File: config.mk
export PLATFORM = sky130hd
export DESIGN_NAME = pem_grad
export DESIGN_NICKNAME = d
export VERILOG_FILES = /design/src/sv/prewitt_edge_magnitude_defines.svh /design/src/sv/pem_pkg.sv /design/src/sv/pem_grad.sv
export SDC_FILE = /design/constraint.sdc
export NUM_CORES = 1
export LEC_CHECK = 0
export ABC_AREA = 1
export BUFFER_PORTS_ARGS = -buffer_cell sky130_fd_sc_hd__buf_2
export CORE_UTILIZATION = 59
export DETAILED_ROUTE_END_ITERATION = 16
export GPL_ROUTABILITY_DRIVEN = 0
export PLACE_DENSITY = 0.9
export SYNTH_ARGS = -nofsm -noshare
export SYNTH_HDL_FRONTEND = slang
export SYNTH_SLANG_ARGS = --single-unit
File: constraint.sdc
create_clock -name clk -period 6.6 [get_ports clk]
set_input_delay 0.66 -clock clk [delete_from_list [all_inputs] [get_ports clk]]
set_output_delay 0.66 -clock clk [all_outputs]
set_load 0.03 [all_outputs]
File: src/sv/prewitt_edge_magnitude_defines.svh
// ----------------------------------------------------------------------------
// prewitt_edge_magnitude_defines
// assertion macros used by the top-level edge magnitude rtl
// ----------------------------------------------------------------------------
`ifndef PREWITT_EDGE_MAGNITUDE_DEFINES_SVH
`define PREWITT_EDGE_MAGNITUDE_DEFINES_SVH

// same-cycle implication, sampled on clk, off while rst_n is low
`define PEM_ASSERT_NOW(lbl, ante, cons, msg) \
  lbl: assert property (@(posedge clk) disable iff (!rst_n) (ante) |-> (cons)) \
    else $error(msg);

// next-cycle implication, sampled on clk, off while rst_n is low
`define PEM_ASSERT_NEXT(lbl, ante, cons, msg) \
  lbl: assert property (@(posedge clk) disable iff (!rst_n) (ante) |=> (cons)) \
    else $error(msg);

`endif

File: src/sv/pem_pkg.sv
// ----------------------------------------------------------------------------
// pem_pkg
// types and constants for the prewitt edge magnitude block
// ----------------------------------------------------------------------------
`default_nettype none

package pem_pkg;

  localparam int PIX_W         = 8;
  localparam int DIM_W         = 13;
  localparam int ROW_W         = 12;
  localparam int SUM_W         = 10;
  localparam int DIM_LIMIT     = 4096;
  localparam int MIN_DIM       = 3;
  localparam int MAX_WIDTH_DEF = 4096;

  // apb map: one register every 4 bytes
  localparam int PADDR_W   = 3;
  localparam int REG_IDX_B = 2;
  localparam int PDATA_W   = 32;

  localparam logic REG_WIDTH  = 1'b0;
  localparam logic REG_HEIGHT = 1'b1;

  typedef logic [PIX_W-1:0] pix_t;
  typedef logic [DIM_W-1:0] dim_t;
  typedef logic [ROW_W-1:0] row_t;

  localparam pix_t PIX_MAX    = 8'hFF;
  localparam dim_t WIDTH_RST  = 13'd640;
  localparam dim_t HEIGHT_RST = 13'd480;

  // window rows: 0 top, 2 bottom; columns: 0 oldest, 2 newest
  typedef pix_t [2:0][2:0] pem_win_t;

  // what waits in the window stage
  typedef struct packed {
    logic valid;
    logic last;
  } pem_tag_t;

endpackage

`default_nettype wire

File: src/sv/pem_grad.sv
// ----------------------------------------------------------------------------
// pem_grad
// prewitt gradients of the 3x3 window and the output word register
// ----------------------------------------------------------------------------
`default_nettype none

module pem_grad (
  input  logic              clk,
  input  logic              rst_n,
  input  pem_pkg::pem_win_t win,
  input  pem_pkg::pem_tag_t tag,
  output logic              take,
  output logic              out_valid,
  input  logic              out_ready,
  output pem_pkg::pix_t     out_edge,
  output logic              out_last
);
  import pem_pkg::*;

  function automatic pix_t abs_clamp(input logic [SUM_W-1:0] a, input logic [SUM_W-1:0] b);
    logic [SUM_W-1:0] m;
    m = (a >= b) ? (a - b) : (b - a);
    return (m > SUM_W'(PIX_MAX)) ? PIX_MAX : m[PIX_W-1:0];
  endfunction

  logic [SUM_W-1:0] top_sum, bot_sum, lft_sum, rgt_sum;
  pix_t             grad_h, grad_v;
  logic [PIX_W:0]   mag_sum;
  pix_t             edge_val;

  logic out_valid_r;
  pix_t out_edge_r;
  logic out_last_r;

  always_comb begin
    top_sum = SUM_W'(win[0][0]) + SUM_W'(win[0][1]) + SUM_W'(win[0][2]);
    bot_sum = SUM_W'(win[2][0]) + SUM_W'(win[2][1]) + SUM_W'(win[2][2]);
    lft_sum = SUM_W'(win[0][0]) + SUM_W'(win[1][0]) + SUM_W'(win[2][0]);
    rgt_sum = SUM_W'(win[0][2]) + SUM_W'(win[1][2]) + SUM_W'(win[2][2]);
    grad_h  = abs_clamp(bot_sum, top_sum);
    grad_v  = abs_clamp(rgt_sum, lft_sum);
    mag_sum = {1'b0, grad_h} + {1'b0, grad_v};
    edge_val = mag_sum[PIX_W] ? PIX_MAX : mag_sum[PIX_W-1:0];
  end

  // output register frees up when empty or when its word is taken
  assign take = !out_valid_r || out_ready;

  always_ff @(posedge clk) begin
    if (!rst_n) begin
      out_valid_r <= 1'b0;
    end else if (take) begin
      out_valid_r <= tag.valid;
    end
  end

  always_ff @(posedge clk) begin
    if (take && tag.valid) begin
      out_edge_r <= edge_val;
      out_last_r <= tag.last;
    end
  end

  assign out_valid = out_valid_r;
  assign out_edge  = out_edge_r;
  assign out_last  = out_last_r;

endmodule

`default_nettype wire

After elaboration in Yosys (flattened, before gate mapping)
Cells that the tools add are included.
{"block": "totals", "reg_bits": 10, "input_bits": 77, "output_inout_bits": 11}
{"block": "op_classes", "add_sub_neg": 13, "order_cmp": 4, "mux": 4, "reduce_logical": 3}
{"cell": "$add A8 B8 Y9", "count": 5}
{"cell": "$add A9 B8 Y10", "count": 4}
{"cell": "$sub A10 B10 Y10", "count": 4}
{"cell": "$ge A10 B10 Y1", "count": 2}
{"cell": "$gt A10 B8 Y1 const B", "count": 2}
{"cell": "$mux W10", "count": 2}
{"cell": "$mux W8", "count": 2}
{"cell": "$logic_and A1 B1 Y1", "count": 1}
{"cell": "$logic_not A1 Y1", "count": 1}
{"cell": "$logic_or A1 B1 Y1", "count": 1}

Logic depth before layout (Yosys ltp)
Gate-level depths: netlist of run 1.
{"block": "logic_depth", "word_depth": 7, "depth_mapped": 31, "depth_no_buf": 31}

Least setup slack after synthesis of run 1
No wires, ideal clock.
{"block": "synth_path", "kind": "input to register", "from": "in win[1] (netlist bit)", "to": "reg out_edge_r[5] (netlist: out_edge[5]) (data pin)", "setup_time_ns": 0.277, "arrival_time_ns": 5.063, "required_ns": 6.323, "setup_slack_ns": 1.259, "cell_stages": 29, "path_buffers": 1, "cell_sequence": "inv_1 > fa_1 > inv_1 > ha_1 > fa_1 > nand3_1 > nand3_1 > nand2_1 > nand2_1 > a21oi_1 > xor2_1 > inv_1 > ha_1 > nand2_2 > nor2_4 > nand3_2 > nand2_2 > inv_2 > nand2_2 > buf_6 > nand2_4 > nand2_8 > nand3_1 > ha_1 > fa_1 > nand3_1 > nand3_1 > a21oi_1 > nand3_1"}
{"block": "synth_between", "elab_chain_len": 7}
{"element": "start: declaration", "line": "pem_grad.sv:10", "rtl": "input pem_pkg::pem_win_t win,"}
{"element": "$add A8 B8 Y9 (on tied branches)", "line": "pem_grad.sv:36, pem_grad.sv:38"}
{"element": "$add A9 B8 Y10 (on tied branches)", "line": "pem_grad.sv:36, pem_grad.sv:38"}
{"element": "$sub A10 B10 Y10 or $ge A10 B10 Y1 (tied branches)", "line": "pem_grad.sv:22", "rtl": "m = (a >= b) ? (a - b) : (b - a);"}
{"element": "$mux W10", "line": "pem_grad.sv:22"}
{"element": "$gt A10 B8 Y1", "line": "pem_grad.sv:23", "rtl": "return (m > SUM_W'(PIX_MAX)) ? PIX_MAX : m[PIX_W-1:0];"}
{"element": "$mux W8", "line": "pem_grad.sv:23"}
{"element": "$add A8 B8 Y9 (*)", "line": "pem_grad.sv:42", "rtl": "mag_sum = {1'b0, grad_h} + {1'b0, grad_v};"}
{"element": "end signal: assignment", "line": "pem_grad.sv:59", "rtl": "out_edge_r <= edge_val;"}
{"element": "end: declaration", "line": "pem_grad.sv:32", "rtl": "pix_t out_edge_r;"}
Every way passes the cells marked *; elsewhere a longest branch is shown, timed or not.
A chain may end at the register's enable or synchronous reset.

Worst setup path after layout of run 1
{"block": "layout_path", "from": "in win[49] (netlist bit)", "to": "reg out_edge_r[5] (netlist: out_edge[5]) (data pin)"}
{"block": "layout_between", "elab_chain_len": 7}
{"element": "$add A8 B8 Y9", "line": "pem_grad.sv:37", "rtl": "bot_sum = SUM_W'(win[2][0]) + SUM_W'(win[2][1]) + SUM_W'(win[2][2]);"}
{"element": "$add A9 B8 Y10", "line": "pem_grad.sv:37"}
{"element": "$sub A10 B10 Y10 or $ge A10 B10 Y1 (tied branches)", "line": "pem_grad.sv:22"}
{"element": "$mux W10", "line": "pem_grad.sv:22"}
{"element": "$gt A10 B8 Y1", "line": "pem_grad.sv:23"}
{"element": "$mux W8", "line": "pem_grad.sv:23"}
{"element": "$add A8 B8 Y9 (*)", "line": "pem_grad.sv:42"}
Marked as above.

==> run_results.csv, run 1 <==
group,metric,value,unit
status,status,"finished clean",
sta,final_max_slew_viol_count,0,
setup_path,cp_max_fo,11,
global_route,grt_pass1_wl,18.66,mm
flow_run,maxCapViolCount,0,
sta,grt_setup_unrepaired,"false",
floorplanning,dieWidth,94.26,µm
logic_synthesis,netlist_instances,765,
setup_path,critPathMaxStageDelay,470,ps
logic_synthesis,syn_area,5022,µm²
global_route,grt_max_degree,12,
sta,setup_viol,0,
clocking,postCtsSetupBuffers,0,
power,power.share.clock,2.2,%
floorplanning,start_util,61.12,%
placed_design,detailed_place_hpwl,10.25,mm
clocking,insertion_delay,230,ps
power,pwr-share-comb,93.8,%
power,ir_drop,0.0002764,V
power,p_seq_share,4.0,%
logic_synthesis,synth_cell_types,34,
cells_and_area,final_util,67.72,%
setup_path,r2r-start,"out_valid",
placed_design,port_buffers,79,
setup_path,reg2regPathDepth,1,
sta,max_slew_margin,44.81,%
setup_path,required,6540,ps
floorplanning,core_area,8217,µm²
detailed_routing,routedWlPerCell,11.83,µm
min_path,min_path_type,"register to register",
logic_synthesis,synth_top_area_share,18.44,%
power,p_leak,3.228,nW
setup_path,path_delay_family,"adder cells",
global_route,grt_use_total,26.45,%
sta,setup_slack,667.2,ps
global_route,antenna_found_initial,0,
setup_path,critical_path_class,"input port to register",
power,p_per_area,515.3,nW/µm²
sta,finalHoldViolCount,0,
logic_synthesis,synth_async_sr_flop_share,0,%
cells_and_area,area_growth,10.79,%
setup_path,reg2reg_setup_slack,5240,ps
floorplanning,ios,88,
setup_path,worstSetupStartpoint,"win[49]",
placed_design,place_ws,434.2,ps
power,switching_share,60.55,%
power,power,2.867,mW
min_path,worstHoldPathCells,2,
global_route,grt_overflow,0,
setup_path,cp_common_cell,"nand2_1",
logic_synthesis,syn_nets,957,
clocking,cts.path.max_buffers,2,
setup_path,worstSetupStartpointType,"input port",
sta,worst_pin_slew,827.8,ps
logic_synthesis,syn_area_per_cell,6.565,µm²
detailed_routing,drc,0,
logic_synthesis,ys_ff_latch,10,
logic_synthesis,synth_area_leaders,"ha_1 (18%), nand2_1 (18%), fa_1 (16%), inv_1 (12%), nand3_1 (6.2%)",
clocking,cts.sinks,10,
detailed_routing,route.antenna.remaining_nets,0,
logic_synthesis,synth_edf_count,9,
clocking,post_cts_resize_count,0,
setup_path,cp-end-kind,"register",
logic_synthesis,ys_warn_count,0,
detailed_routing,routed_wl,11.24,mm
clocking,clkTransAtPathRegs,40,ps
floorplanning,rows,33,
sta,finalCritPeriodShare,89.89,%
logic_synthesis,synth_top_flop_cell,"edfxtp_1",
cells_and_area,diodes,0,
global_route,grt_pass1_vias,4483,
clocking,h-tree-depth,1,
sta,finalSetupTns,0,ps
floorplanning,die_area,8885,µm²
clocking,cts_hold_buf,0,
setup_path,path_depth,30,
power,switchingPower,1.736,mW
sta,fin_skew,4.697,ps
sta,fin_crit,5933,ps
cells_and_area,drive_above_1_share,14.56,%
setup_path,cp_slowest_cell,"a21oi_1",
logic_synthesis,synth.largest_area_cell,"ha_1",
cells_and_area,nets,1038,
setup_path,path_buf_inv,7,
clocking,cts_inserted_buffers,3,
power,p_int,1.131,mW
detailed_routing,drtIter0Drc,211,
detailed_routing,via_count,4891,
detailed_routing,firstDrtPassIters,5,
floorplanning,die_h,94.26,µm
clocking,cts_tree,"yes",
setup_path,cp.arrival,5880,ps
detailed_routing,via_per_inst,5.148,
sta,fmax,0.1686,GHz
clocking,root_buffer,"clkbuf_8",
setup_path,crit_path_end,"out_edge[5]",
setup_path,r2r-end,"out_last",
logic_synthesis,seq_area_frac_synth,5.780,%
## per-layer routing
| layer | vias up | wire, µm | global-route usage (%) | part of all wire [%] |
|---|---|---|---|---|
| met5 | - | 0 | 0 | 0 |
| met1 | 2173 | 5112 | 32.53 | 46 |
| met4 | 0 | 162 | 5.128 | 1.4 |
| met3 | 16 | 563 | 1.780 | 5.0 |
| li1 | 2545 | - | - | - |
| met2 | 157 | 5397 | 50.06 | 48 |
## through the flow
stage / cells / cell area (µm²) / hold slack [ps]
2_1_floorplan: 765 / 5022 / 758.9
3_3_place_gp: 946 / 5519 / 497.7
3_5_place_dp: 946 / 5519 / 518.2
4_1_cts: 950 / 5564 / 523.8
5_1_grt: 950 / 5564 / 564.3
6_report: 950 / 5564 / 515.7
## cell type report
type	count	area (µm²)
inverter	159	596.8
sequential	10	290.3
clock buffer	4	45.04
timing repair buffer	80	402.9
tap	105	131.4
fill	717	2653
multi-input combinational	592	4098
## cell usage after synthesis, drive strengths merged, types with 6 or more instances
master  number
nor2        30
nand2      257
xor2        26
o21ai       11
or2          7
edfxtp       9
fa          41
a21oi       46
nand3       70
inv        159
xnor2        6
ha          74
nand4        8
## worst min path at each step
stage | from | to
after CTS | out_valid | out_valid
final | out_valid | out_valid
after detailed placement | out_valid | out_valid
after floorplan | tag[0] | out_last
after global placement | out_valid | out_valid
after global routing | out_valid | out_valid
## cells in the final DEF (no fill, tap or decap)
master    Yosys  layout
edfxtp_1      9       9
dfxtp_1       1       1
o21bai_1      2       2
nor2_1       26      26
inv_1       156     156
o21ai_0       9       9
xnor2_1       6       6
o31a_1        1       1
a21boi_0      1       1
inv_2         3       3
fa_1         41      41
buf_4         2       1
clkbuf_8      0       3
nand4_1       8       8
a31oi_1       3       3
nor3_1        2       2
nand3b_1      3       3
buf_2         0      79
a21oi_1      44      44
a211oi_1      2       2
nor2_2        2       2
a21oi_4       2       2
nand3_1      62      62
nand2_4       3       3
nand2_2      12      12
xor2_1       26      26
nand2_1     241     241
or2_2         7       7
nor2_4        2       2
clkbuf_1      0       1
ha_1         74      74
a21o_1        1       1
o21a_1        1       1
nand2_8       1       1
nand3_2       8       8
o21ai_1       2       2
## sequential cells by signal, indices dropped and copies added, names as in the netlist
register,count
out_edge,8
out_valid,1
out_last,1
## power groups by stage
stage                     clock, mW  sequential (mW)  combinational [mW]
after floorplan                   0            0.167                2.13
after global placement            0            0.115                2.59
after detailed placement          0            0.116                2.66
after CTS                    0.0639            0.115                2.67
after global routing         0.0661            0.118                3.06
final                        0.0634            0.115                2.69
## cell families after synthesis
group           synth area share [%]
fa+ha+maj                      34.78
simple gates                   33.51
buf+inv                        12.63
compound gates                 7.723
flops                          5.780
xor+xnor                       5.580
## tightest hold or removal path, stage by stage, from the launching register on
cell      delay [ps]
dfxtp_1          310
nand2_1           80
a21boi_0          70
Power figures use the tool's default switching activity.
==> run 2: changes to the inputs <==
==> constraint.sdc (replaced) <==
create_clock -name clk -period 6.6 [get_ports clk]
set_input_delay 0.99 -clock clk [delete_from_list [all_inputs] [get_ports clk]]
set_output_delay 0.99 -clock clk [all_outputs]
set_load 0.03 [all_outputs]
==> run 2 against run 1 <==
- cell count grew 0.11%
- register-to-register slack gained 30 ps
- combinational power grew 1%
- final area grew 0.13%
- clock power is essentially flat
- wire length grew 6.4%
- sequential share of layout area is essentially flat
==> run_results.csv, run 2 (synthesis results as in run 1) <==
group,metric,value,unit
placed_design,port_buffers,79,
setup_path,worstSetupStartpointType,"input port",
sta,finalSetupTns,0,ps
cells_and_area,largest_reg_flops,8,
floorplanning,ios,88,
floorplanning,core_area,8217,µm²
flow_run,maxCapViolCount,0,
detailed_routing,via_count,5016,
setup_path,cp-end-kind,"register",
floorplanning,rows,33,
clocking,cts.path.max_buffers,2,
setup_path,cp_max_fo,11,
placed_design,place_ws,329.5,ps
cells_and_area,diodes,0,
sta,finalCritPeriodShare,92.02,%
sta,fmax,0.1646,GHz
placed_design,detailed_place_hpwl,10.79,mm
detailed_routing,via_per_inst,5.274,
sta,final_max_slew_viol_count,0,
setup_path,cp_common_cell,"nand2_1",
cells_and_area,nets,1039,
global_route,grt_pass1_vias,4706,
min_path,worstHoldPathCells,2,
detailed_routing,routedWlPerCell,12.57,µm
global_route,antenna_found_initial,0,
detailed_routing,route.antenna.remaining_nets,0,
cells_and_area,final_common_cell,"nand2_1",
global_route,grt_overflow,0,
clocking,cts_tree,"yes",
setup_path,r2r-end,"out_edge[5]",
setup_path,r2r-start,"out_valid",
power,power,2.907,mW
detailed_routing,drc,0,
clocking,postCtsSetupBuffers,0,
power,p_seq_share,4.0,%
detailed_routing,drtIter0Drc,224,
floorplanning,die_area,8885,µm²
min_path,min_path_type,"register to register",
setup_path,cp.arrival,6040,ps
global_route,grt_use_total,28.35,%
clocking,post_cts_resize_count,0,
clocking,cts_inserted_buffers,3,
setup_path,critical_path_class,"input port to register",
power,p_per_area,521.7,nW/µm²
setup_path,required,6570,ps
sta,finalHoldViolCount,0,
setup_path,reg2reg_setup_slack,5270,ps
floorplanning,dieWidth,94.26,µm
global_route,grt_pass1_wl,20.16,mm
cells_and_area,mostFrequentLayoutCells,"nand2_1 (241), inv_1 (156), buf_2 (79), ha_1 (74), nand3_1 (62)",
status,status,"finished clean",
sta,max_slew_margin,46.93,%
sta,setup_viol,0,
clocking,cts.sinks,10,
cells_and_area,instances_no_fill,951,
power,p_leak,3.234,nW
detailed_routing,routed_wl,11.95,mm
clocking,cts_hold_buf,0,
setup_path,critPathMaxStageDelay,420,ps
clocking,h-tree-depth,1,
power,switching_share,60.55,%
clocking,clkTransAtPathRegs,40,ps
floorplanning,start_util,61.12,%
setup_path,cp_slowest_cell,"fa_1",
sta,fin_crit,6074,ps
detailed_routing,firstDrtPassIters,5,
power,switchingPower,1.760,mW
clocking,insertion_delay,230,ps
setup_path,reg2regPathDepth,1,
sta,holdWs,508.3,ps
global_route,grt_max_degree,12,
sta,setup_slack,526.5,ps
power,power.share.clock,2.2,%
placed_design,dp.cells,947,
cells_and_area,area_growth,10.94,%
min_path,worstHoldEndpoint,"out_valid",
min_path,hold_start,"out_valid",
floorplanning,die_h,94.26,µm
power,ir_drop,0.0002434,V
sta,worst_pin_slew,796.0,ps
power,pwr-share-comb,93.9,%
power,p_int,1.147,mW
cells_and_area,drive_above_1_share,14.66,%
sta,fin_skew,6.462,ps
sta,grt_setup_unrepaired,"false",
clocking,root_buffer,"clkbuf_8",
## run 2: changes by cell type in the layout (fill, tap and decap cells not counted)
cell,change
buf_4,+1
## run 2: worst max-delay path by stage
stage                        from           to  cells past startpoint
after detailed placement  win[49]  out_edge[6]                     31
final                     win[65]  out_edge[6]                     31
after global routing      win[49]  out_edge[6]                     31
after global placement     win[1]  out_edge[7]                     31
after floorplan            win[1]  out_edge[5]                     29
after CTS                 win[49]  out_edge[6]                     31
## run 2: layout make-up
type / count / area, µm²
well taps: 105 / 131.4
clock buffers: 4 / 45.04
fillers: 742 / 2645
flip-flops and latches: 10 / 290.3
inverters: 159 / 596.8
repair buffers: 81 / 410.4
multi-input cells: 592 / 4098
## run 2: per-stage QoR
step	utilization [%]	area, µm²
detailed placement	67.26	5527
CTS	67.81	5572
floorplan	-	5022
global placement	67.26	5527
finish	67.81	5572
global route	67.81	5572
## run 2: critical path, delay by kind of cell
kind / cells / cell delay, ps
buffers and inverters: 8 / 790
and+or+nand+nor: 12 / 1350
AOI/OAI and AO/OA: 4 / 590
adders and majority gates: 6 / 2080
xor gates and xnor gates: 1 / 230
## run 2: power groups by stage
stage | Combinational (mW) | Clock [mW] | Sequential [mW]
after floorplan | 2.13 | 0 | 0.167
after global placement | 2.61 | 0 | 0.115
after detailed placement | 2.68 | 0 | 0.117
after CTS | 2.69 | 0.0636 | 0.116
after global routing | 3.10 | 0.0672 | 0.118
final | 2.73 | 0.0637 | 0.115
## run 2: metal layers
layer	GRT usage [%]	part of all wire, %	vias up
li1	-	-	2541
met1	34.27	43	2253
met2	53.74	49	197
met3	1.294	5.3	25
met4	7.821	2.4	0
met5	0	0	-
